--- src/sv/ejd_pkg.sv ---
// Shared constants and types for the EUC-JP byte stream decoder.
// Holds the shift codes, the code class bases and the decode phase type.
// No dependencies.
package ejd_pkg;

  // Single shift codes that open a kana or a supplementary kanji sequence.
  localparam logic [7:0] SS2_BYTE = 8'h8E;
  localparam logic [7:0] SS3_BYTE = 8'h8F;

  // Class bases of the packed character code.
  localparam logic [15:0] KANA_BASE  = 16'h0080;
  localparam logic [15:0] SS3_BASE   = 16'h8000;
  localparam logic [15:0] KANJI_BASE = 16'h8080;

  // Width of one seven-bit half of a code.
  localparam int unsigned HALF_W = 7;

  // Decode phase, one-hot.
  typedef enum logic [4:0] {
    PH_IDLE   = 5'b00001,
    PH_SS2    = 5'b00010,
    PH_SS3_HI = 5'b00100,
    PH_SS3_LO = 5'b01000,
    PH_KANJI  = 5'b10000
  } phase_e;

endpackage

--- src/sv/euc_jp_byte_stream_decoder_unit.sv ---
// Path: an accepted byte enters the input register, and a result word is presented from the
// result register. Throughput: one byte per cycle, set by the single decode pass that
// sits between the input register and the result register; a stalled result word blocks
// intake only once the input register also holds a byte.
// Reset: rst_ni clears both valid flags, returns the phase to idle and the held half to zero.
// Top level of the EUC-JP byte stream decoder; uses ejd_pkg.
module euc_jp_byte_stream_decoder_unit (
  input  logic        clk_i,
  input  logic        rst_ni,
  input  logic        in_valid_i,
  output logic        in_stall_o,
  input  logic [7:0]  in_byte_i,
  input  logic        last_byte_i,
  output logic        out_valid_o,
  input  logic        out_stall_i,
  output logic [15:0] char_code_o,
  output logic        truncated_o,
  output logic        last_out_o
);

  // Input register.
  logic        s1_valid_q;
  logic [7:0]  s1_byte_q;
  logic        s1_last_q;

  // Decode state.
  ejd_pkg::phase_e           phase_q, phase_d;
  logic [ejd_pkg::HALF_W-1:0] held_q, held_d;

  // Result register.
  logic        out_valid_q;
  logic [15:0] out_code_q;
  logic        out_trunc_q;
  logic        out_last_q;

  // Decode outputs.
  logic        done;
  logic        emit;
  logic [15:0] code;
  logic [15:0] res_code;
  logic        res_trunc;
  logic [ejd_pkg::HALF_W-1:0] low7;

  logic out_free;
  logic s1_free;
  logic s1_adv;

  // Flow control: the result register frees when empty or taken.
  assign out_free   = !out_valid_q || !out_stall_i;
  assign s1_adv     = s1_valid_q && out_free;
  assign s1_free    = !s1_valid_q || out_free;
  assign in_stall_o = !s1_free;

  // Decode pass over the registered byte and the current phase.
  always_comb begin
    low7    = s1_byte_q[ejd_pkg::HALF_W-1:0];
    done    = 1'b0;
    code    = 16'h0000;
    phase_d = ejd_pkg::PH_IDLE;
    held_d  = held_q;
    case (phase_q)
      ejd_pkg::PH_SS2: begin
        code = ejd_pkg::KANA_BASE | {9'd0, low7};
        done = 1'b1;
      end
      ejd_pkg::PH_SS3_HI: begin
        held_d  = low7;
        phase_d = ejd_pkg::PH_SS3_LO;
      end
      ejd_pkg::PH_SS3_LO: begin
        code = ejd_pkg::SS3_BASE | {1'b0, held_q, 1'b0, low7};
        done = 1'b1;
      end
      ejd_pkg::PH_KANJI: begin
        code = ejd_pkg::KANJI_BASE | {1'b0, held_q, 1'b0, low7};
        done = 1'b1;
      end
      default: begin
        if (!s1_byte_q[7]) begin
          code = {8'd0, s1_byte_q};
          done = 1'b1;
        end else if (s1_byte_q == ejd_pkg::SS2_BYTE) begin
          phase_d = ejd_pkg::PH_SS2;
        end else if (s1_byte_q == ejd_pkg::SS3_BYTE) begin
          phase_d = ejd_pkg::PH_SS3_HI;
        end else begin
          held_d  = low7;
          phase_d = ejd_pkg::PH_KANJI;
        end
      end
    endcase
    // The final byte of a string always ends the character and drops held bytes.
    if (s1_last_q) begin
      phase_d = ejd_pkg::PH_IDLE;
      held_d  = '0;
    end
    emit      = done || s1_last_q;
    res_trunc = !done;
    res_code  = done ? code : 16'h0000;
  end

  // Input register loads whenever it is empty or moving on.
  always_ff @(posedge clk_i or negedge rst_ni) begin
    if (!rst_ni) begin
      s1_valid_q <= 1'b0;
    end else if (s1_free) begin
      s1_valid_q <= in_valid_i;
    end
  end

  always_ff @(posedge clk_i) begin
    if (s1_free && in_valid_i) begin
      s1_byte_q <= in_byte_i;
      s1_last_q <= last_byte_i;
    end
  end

  // Decode state advances with each byte that leaves the input register.
  always_ff @(posedge clk_i or negedge rst_ni) begin
    if (!rst_ni) begin
      phase_q <= ejd_pkg::PH_IDLE;
      held_q  <= '0;
    end else if (s1_adv) begin
      phase_q <= phase_d;
      held_q  <= held_d;
    end
  end

  // Result register.
  always_ff @(posedge clk_i or negedge rst_ni) begin
    if (!rst_ni) begin
      out_valid_q <= 1'b0;
    end else if (out_free) begin
      out_valid_q <= s1_adv && emit;
    end
  end

  always_ff @(posedge clk_i) begin
    if (s1_adv && emit) begin
      out_code_q  <= res_code;
      out_trunc_q <= res_trunc;
      out_last_q  <= s1_last_q;
    end
  end

  assign out_valid_o = out_valid_q;
  assign char_code_o = out_code_q;
  assign truncated_o = out_trunc_q;
  assign last_out_o  = out_last_q;

`ifndef NO_ASSERTIONS
  // A truncated word carries a zero code and is always the end of a string.
  a_trunc_word: assert property (@(posedge clk_i) disable iff (!rst_ni)
    (out_valid_q && out_trunc_q) |-> (out_code_q == 16'h0000 && out_last_q))
    else $error("truncated word with nonzero code or without last flag");

  // A final byte that leaves the input register always produces a word.
  a_last_emits: assert property (@(posedge clk_i) disable iff (!rst_ni)
    (s1_adv && s1_last_q) |=> (out_valid_q && out_last_q))
    else $error("final byte produced no word");

  // After a final byte the decoder is back at idle with nothing held.
  a_last_idle: assert property (@(posedge clk_i) disable iff (!rst_ni)
    (s1_adv && s1_last_q) |=> (phase_q == ejd_pkg::PH_IDLE && held_q == '0))
    else $error("decoder not idle after final byte");

  // The phase register stays one-hot.
  a_phase_onehot: assert property (@(posedge clk_i) disable iff (!rst_ni)
    $onehot(phase_q))
    else $error("phase register not one-hot");
`endif

endmodule

--- config.mk ---
export PLATFORM = sky130hd
export DESIGN_NAME = euc_jp_byte_stream_decoder_unit
export DESIGN_NICKNAME = d
export VERILOG_FILES = /design/src/sv/ejd_pkg.sv /design/src/sv/euc_jp_byte_stream_decoder_unit.sv
export SDC_FILE = /design/constraint.sdc
export NUM_CORES = 1
export LEC_CHECK = 0
export ABC_AREA = 1
export BUFFER_PORTS_ARGS = -buffer_cell sky130_fd_sc_hd__buf_2
export CORE_AREA = 2 2 83 85
export CTS_BUF_LIST = sky130_fd_sc_hd__clkbuf_16
export DETAILED_ROUTE_END_ITERATION = 16
export DIE_AREA = 0 0 85 87
export HOLD_SLACK_MARGIN = 0.02
export PLACE_DENSITY_LB_ADDON = 0.1
export SETUP_SLACK_MARGIN = 0.1
export SLEW_MARGIN = 40
export SYNTH_ARGS = -nofsm -noshare
export SYNTH_HDL_FRONTEND = slang
export SYNTH_SLANG_ARGS = --single-unit
--- constraint.sdc ---
create_clock -name clk_i -period 1.6 [get_ports clk_i]
set_input_delay 0.32 -clock clk_i [delete_from_list [all_inputs] [get_ports clk_i]]
set_output_delay 0.32 -clock clk_i [all_outputs]
set_load 0.02 [all_outputs]
==> results of run 1 <==
## synth_stat cells
master     n
nand2_2    2
nor2_1    15
dfstp_2    1
nand4_1    8
nand2_4    2
o22ai_1    1
a21oi_2    1
o21ai_1    1
nand3_2    2
nand3_1    6
nand2_1   43
inv_1     29
nand2_8    1
nor2_2     4
dfrtp_1   13
inv_2      2
o21ai_0    2
edfxtp_1  27
inv_4      1
inv_6      1
## state kept, by name, indices dropped and copies added, names as in the netlist
signal,flops
last_out_o,1
s1_last_q,1
phase_q,5
s1_byte_q,8
truncated_o,1
held_q,7
s1_valid_q,1
out_valid_o,1
char_code_o,16
## layout make-up
| type | count | share of cell area |
|---|---|---|
| flip-flops and latches | 41 | 0.4936 |
| inverters | 33 | 0.05739 |
| multi-input cells | 88 | 0.1934 |
| clock inverters | 3 | 0.01594 |
| clock buffers | 5 | 0.05313 |
| repair buffers | 53 | 0.1440 |
| well taps | 80 | 0.04251 |
## worst max-delay path, delay by kind of cell (launching register included)
family,cells,cell delay (ns)
buf+inv,5,0.44
simple gates,6,0.46
flops,1,0.42
## metal layers
metal / part of all wire / up-vias
met5: 0 / -
li1: - / 639
met1: 0.44 / 577
met2: 0.50 / 30
met3: 0.049 / 4
met4: 0.013 / 0
## path summary, 6_finish.rpt
check	cells after the start	to	slack, ns	startpoint
min reg2reg	2	held_q[5]$_DFFE_PN0P_	0.47	held_q[5]$_DFFE_PN0P_
min	1	s1_byte_q[0]$_DFFE_PP_	0.21	in_byte_i[0]
max	11	char_code_o[8]$_SDFFCE_PN0P_	-0.03	phase_q[2]$_DFFE_PN0P_
min in group asynchronous	2	phase_q[3]$_DFFE_PN0P_	0.47	rst_ni
max in group asynchronous	2	phase_q[0]$_DFFE_PN1P_	0.84	rst_ni
max reg2reg	11	char_code_o[8]$_SDFFCE_PN0P_	-0.03	phase_q[2]$_DFFE_PN0P_
## per-stage QoR
| stage | utilization | TNS [ns] | setup slack, ns | power [uW] |
|---|---|---|---|---|
| floorplan | - | -2.773 | -0.1541 | 1758 |
| global placement | 0.3171 | -0.4111 | -0.02627 | 1999 |
| detailed placement | 0.3171 | -1.384 | -0.07811 | 2005 |
| CTS | 0.3537 | -0.5148 | -0.03074 | 3135 |
| global route | 0.3585 | -1.991 | -0.1124 | 3265 |
| finish | 0.3585 | -0.4132 | -0.02593 | 3095 |
## where the power goes
group          internal (uW)  total (uW)  switching [uW]
Sequential              1310        1380            67.4
Clock                    724        1090             371
Combinational            232         621             389
Total                   2270        3100             827
## cells by family after synthesis
family / count (synthesis) / share of synthesized area
and+or+nand+nor: 83 / 0.2311
DFF: 41 / 0.6751
AOI/OAI and AO/OA: 5 / 0.01744
buffers and inverters: 33 / 0.07631
## what timing repair did
action	CTS	global route
endpoints found under the setup margin	25	38
hold buffers	1	0
buffers inserted	5	3
hold endpoints to repair	13	0
pin swaps	6	2
resized for setup	9	7
==> impl_results.md, run 1 <==
- Crit path DAT: 1.61 ns
- Longest Clk Path Bufs: 2
- Cells after DPL: 287
- IO Count: 33
- Vias in the first global route: 1284
- CTS tree: done
- Critical Path Most Common Cell: nand2_4
- CP Class: reg2reg
- Most frequent cells in the layout: nand2_1 (41), buf_2 (32), inv_1 (28)
- Clock transition at path regs: 0.06 ns
- Met1 Use GR: 0.1173
- Die footprint: 7395 um2
- MaxCap Viol Count: 0
- Commonest non-fill, non-tap cell in the layout: nand2_1
- Total area of multi-input combinational cells: 455.4 um2
- Via density: 4.125
- TritonCTS Sinks: 41
- RSZ-0062 raised after global routing: yes
- Critical Path RT: 1.59 ns
- Synthesized area: 1722 um2
- Num CTS Buffers: 5
- Total GRT Usage: 0.09956
- Fmax: 615.0 MHz
- Clock root cell: clkbuf_16
- Main area contributors after synthesis: edfxtp_1 (47%), dfrtp_1 (19%), nand2_1 (9.4%)
- DP Area: 2083 um2
- Cell Pwr Density: 1314 nW/um2
- WHS: 0.2121 ns
- Post-route DRC: 0
- Syn nets: 175
- Sequential cell area: 1162 um2
- Buffers added on ports: 32
- Ys Warns: 0
- CP cell instances: buf_4, nor2_2, nand2_4, nand2_4, inv_6, nand2_8, inv_4, nand2_2, nand2_4, clkinvlp_4, buf_6
- Fin. Hold Viols: 0
- GPL Wtd Cong: 0.7636
- Count of cell types in the netlist: 20
- Pleak: 0.001141 uW
- M2 GR Usage: 0.1655
- Initial DRC count: 42
- Rows: 30
- Syn Area/Cell: 10.63 um2
- Setup violators final: 18
- CP max stage cell: dfrtp_1
- Slew Viols, Final: 0
- Final Net Count: 235
- H-tree levels: 2
- Design area: 2355 um2
- Filler instances: 655
- Antenna violations before repair: 0
- CP max stage delay: 0.42 ns
- Violated checks: setup timing
- Hold crit path type: in2reg
- Gate Count Post-Synth: 162
- Clk_lat worst skew: 0.28 ns
- Met3 Resource Use GR: 0.03318
- Crit path launch type: flip-flop
- Post-synthesis cell type with the largest combined area: edfxtp_1
- Critical path fanouts, max: 9
- Maximum VDD drop: 0.0003899 V
- Die width: 85 um
- ANT cells: 0
- Largest net degree at the start of global routing: 15
- Outcome: finished with violations
- Fin cells: 303
- WL/cell: 11.45 um
- Starting Density: 0.2621
- Setup crit end kind: flip-flop
- Drt first pass iters: 4
- Sequential fraction of the synthesis area: 0.6751
- Die H: 87 um
- GRT busiest layer: met2
- GRT Residual Overflow: 0
- Max-slew headroom: 0.7680
- Count of state elements after synthesis: 41
- Via count: 1250
- First-pass GRT wire length: 5.671 mm
- Final ANT Viol Nets: 0
- Synth top area share: 0.4709
- Detailed Place HPWL: 2.615 mm
- Clock skew: 0.005228 ns
- Share of cells above drive strength 1: 0.3632
- Tmin final: 1.626 ns
- Worst-margin pin slew: 0.3476 ns
- Core ar.: 6569 um2
- Total Wirelength: 3.470 mm
- Final worst slack: -0.02593 ns
- Area Overhead vs Synth: 36.77%
- Period utilisation layout: 1.016
(Power assumes the default switching activity.)
==> run 2, diff against run 1 <==
--- a/config.mk
+++ b/config.mk
@@ -13,6 +13,7 @@
 export DIE_AREA = 0 0 85 87
 export HOLD_SLACK_MARGIN = 0.02
 export PLACE_DENSITY_LB_ADDON = 0.1
+export REMOVE_ABC_BUFFERS = 1
 export SETUP_SLACK_MARGIN = 0.1
 export SLEW_MARGIN = 40
 export SYNTH_ARGS = -nofsm -noshare
==> constraint.sdc (replaced) <==
create_clock -name clk_i -period 1.7 [get_ports clk_i]
set_input_delay 0.34 -clock clk_i [delete_from_list [all_inputs] [get_ports clk_i]]
set_output_delay 0.34 -clock clk_i [all_outputs]
set_load 0.02 [all_outputs]
==> run 2 against run 1 <==
  * The flow now finishes without violations
  * Sequential share of layout area grew 1.5 points
  * Die area did not move
  * Wire length down 2.6%
  * Non-clock buffer count shrank 7
  * Clock power down 19%
  * Register-to-register slack gained 0.11 ns
  * Worst setup slack better by 0.11 ns
  * Final cell count down 2.3%
  * Core utilization fell by 0.99 points
  * Clock skew barely moved
  * Critical endpoint is now char_code_o[11]$_SDFFCE_PN0P_
==> impl_results.md, run 2 (same netlist as run 1, synthesis figures left out) <==
- Final ANT Viol Nets: 0 (unchanged)
- Slew Viols, Final: 0 (unchanged)
- Worst Setup SP: phase_q[2]$_DFFE_PN0P_
- Buffers added on ports: 32 (unchanged)
- Crit path launch type: flip-flop
- Worst-margin pin slew: 0.3187 ns (-0.02892 ns)
- Outcome: finished clean
- FF-to-FF path depth: 10 (-1)
- GPL Wtd Cong: 0.7421 (-2.8%)
- Crit path DAT: 1.60 ns (about the same)
- Period utilisation layout: 0.9492 (-0.06697)
- Commonest non-fill, non-tap cell in the layout: nand2_1
- WHS: 0.2356 ns (+0.02346 ns)
- Logic pwr share: 0.215 (+0.014)
- Final Net Count: 228 (-3.0%)
- Utilization after layout: 0.3486 (-0.009905)
- Total Wirelength: 3.380 mm (-2.6%)
- Largest net degree at the start of global routing: 15 (unchanged)
- Die H: 87 um (unchanged)
- Hold crit path type: in2reg
- Starting Density: 0.2621 (unchanged)
- Setup violators final: 0 (-18)
- Pwr Total: 2784 uW (-10%)
- Internal Power: 1998 uW (-12%)
- First-pass GRT wire length: 5.768 mm (+1.7%)
- Core ar.: 6569 um2 (unchanged)
- Detailed Place HPWL: 2.545 mm (-2.7%)
- Most frequent cells in the layout: nand2_1 (41), buf_2 (32), inv_1 (29)
- Antenna violations before repair: 0 (unchanged)
- Sequential cell area: 1164 um2 (+0.11%)
- Critical path fanouts, max: 5 (-4)
- Tmin final: 1.614 ns (-0.01222 ns)
- Critical R2R Capture: char_code_o[11]$_SDFFCE_PN0P_
- Die footprint: 7395 um2 (unchanged)
- R2R Setup Slk: 0.09 ns (+0.11 ns)
- Design area: 2290 um2 (-2.8%)
- Num CTS Buffers: 5 (unchanged)
- Pleak: 0.001116 uW (-2.1%)
- MaxCap Viol Count: 0 (unchanged)
- Initial DRC count: 39 (-7.1%)
- RSZ-0062 raised after global routing: yes
- Reg2Reg Launch Point: phase_q[2]$_DFFE_PN0P_
- Clock skew: 0.005432 ns (+0.0002046 ns)
- Cell Pwr Density: 1216 nW/um2 (-7.5%)
- Area Overhead vs Synth: 32.99%
- Sw Ratio: 0.2823 (+0.01507)
- TritonCTS Sinks: 41 (unchanged)
- WL/cell: 11.42 um (-0.29%)
- Rows: 30 (unchanged)
- Setup crit end kind: flip-flop
- Psw: 786.0 uW (-5.0%)
- Clock root cell: clkbuf_16
- Total area of multi-input combinational cells: 450.4 um2 (-1.1%)
- Total GRT Usage: 0.1010 (+0.001451)
- Fin. Hold Viols: 0 (unchanged)
- Die width: 85 um (unchanged)
- Via density: 4.111 (-0.34%)
- Largest register FFs: 16 (unchanged)
- Fmax: 619.7 MHz (+0.76%)
- Cells after DPL: 281 (-2.1%)
- CTS tree: done
- DP Area: 2034 um2 (-2.3%)
- IO Count: 33 (unchanged)
- Clk_lat worst skew: 0.28 ns (about the same)
- Maximum VDD drop: 0.0005695 V (+46%)
- Longest Clk Path Bufs: 2 (unchanged)
- H-tree levels: 2 (unchanged)
- CP Class: reg2reg
- Post-route DRC: 0 (unchanged)
- Via count: 1217 (-2.6%)
- Sequential group share of total power: 0.467 (+0.021)
- Clock transition at path regs: 0.06 ns (about the same)
- CP Capture Point: char_code_o[11]$_SDFFCE_PN0P_
- Fin cells: 296 (-2.3%)
- Filler instances: 667 (+1.8%)
- ANT cells: 0 (unchanged)
- GRT Residual Overflow: 0 (unchanged)
- Critical Path RT: 1.69 ns (+0.10 ns)
- Share of cells above drive strength 1: 0.3426 (-0.02064)
- Drt first pass iters: 4 (unchanged)
- Clock share of power: 0.318 (-0.036)
- Max-slew headroom: 0.7875 (+0.01954)
- Vias in the first global route: 1261 (-1.8%)
run 2: through the flow:
| stage | setup slack [ns] | TNS [ns] |
|---|---|---|
| finish | 0.08629 | 0 |
| global route | 0.02522 | 0 |
| CTS | 0.09050 | 0 |
| detailed placement | 0.03947 | 0 |
| global placement | 0.07487 | 0 |
| floorplan | -0.1055 | -1.898 |
run 2: area by class of cell:
class | count | share of cell area
sequential | 41 | 0.5082
multi-input combinational | 88 | 0.1967
timing repair buffer | 46 | 0.1311
inverter | 33 | 0.05956
clock buffer | 5 | 0.05464
tap | 80 | 0.04372
clock inverter | 3 | 0.006011
run 2: timing repair:
item,in CTS,in global routing
pin swaps,2,3
hold buffers,1,0
setup endpoints to repair,18,32
cloned,1,1
hold endpoints to repair,13,0
gates resized for setup,8,7
setup buffers,2,2
run 2: power by group through the flow:
stage	clock, uW	sequential [uW]	combinational [uW]
6_report	886	1300	598
5_1_grt	970	1320	664
4_1_cts	913	1300	570
3_5_place_dp	0	1320	526
3_3_place_gp	0	1320	528
2_1_floorplan	0	1390	259
run 2: worst max-delay path: stages (launching register included):
cell     delay [ns]
dfrtp_1        0.42
nor2_2         0.14
nand4_1        0.16
nand2_4        0.14
inv_6          0.05
nand2_8        0.05
inv_4          0.04
nand2_4        0.05
nand2_4        0.06
inv_6          0.08
buf_6          0.13
run 2: per-layer routing:
metal	part of all wire	global-route usage	wire, um
met1	0.41	0.1150	1393
met2	0.51	0.1761	1727
met3	0.059	0.02844	200
met4	0.017	0.04618	59
met5	0	0	0
run 2: worst min-delay path by stage:
stage,depth (start not counted),end,slack [ns],from
final,1,s1_byte_q[1]$_DFFE_PP_,0.24,in_byte_i[1]
after global routing,1,s1_byte_q[1]$_DFFE_PP_,0.23,in_byte_i[1]
after CTS,1,s1_byte_q[1]$_DFFE_PP_,0.23,in_byte_i[1]
after floorplan,0,held_q[0]$_DFFE_PN0P_,0.04,rst_ni
after detailed placement,1,phase_q[3]$_DFFE_PN0P_,0.25,rst_ni
after global placement,1,phase_q[4]$_DFFE_PN0P_,0.25,rst_ni
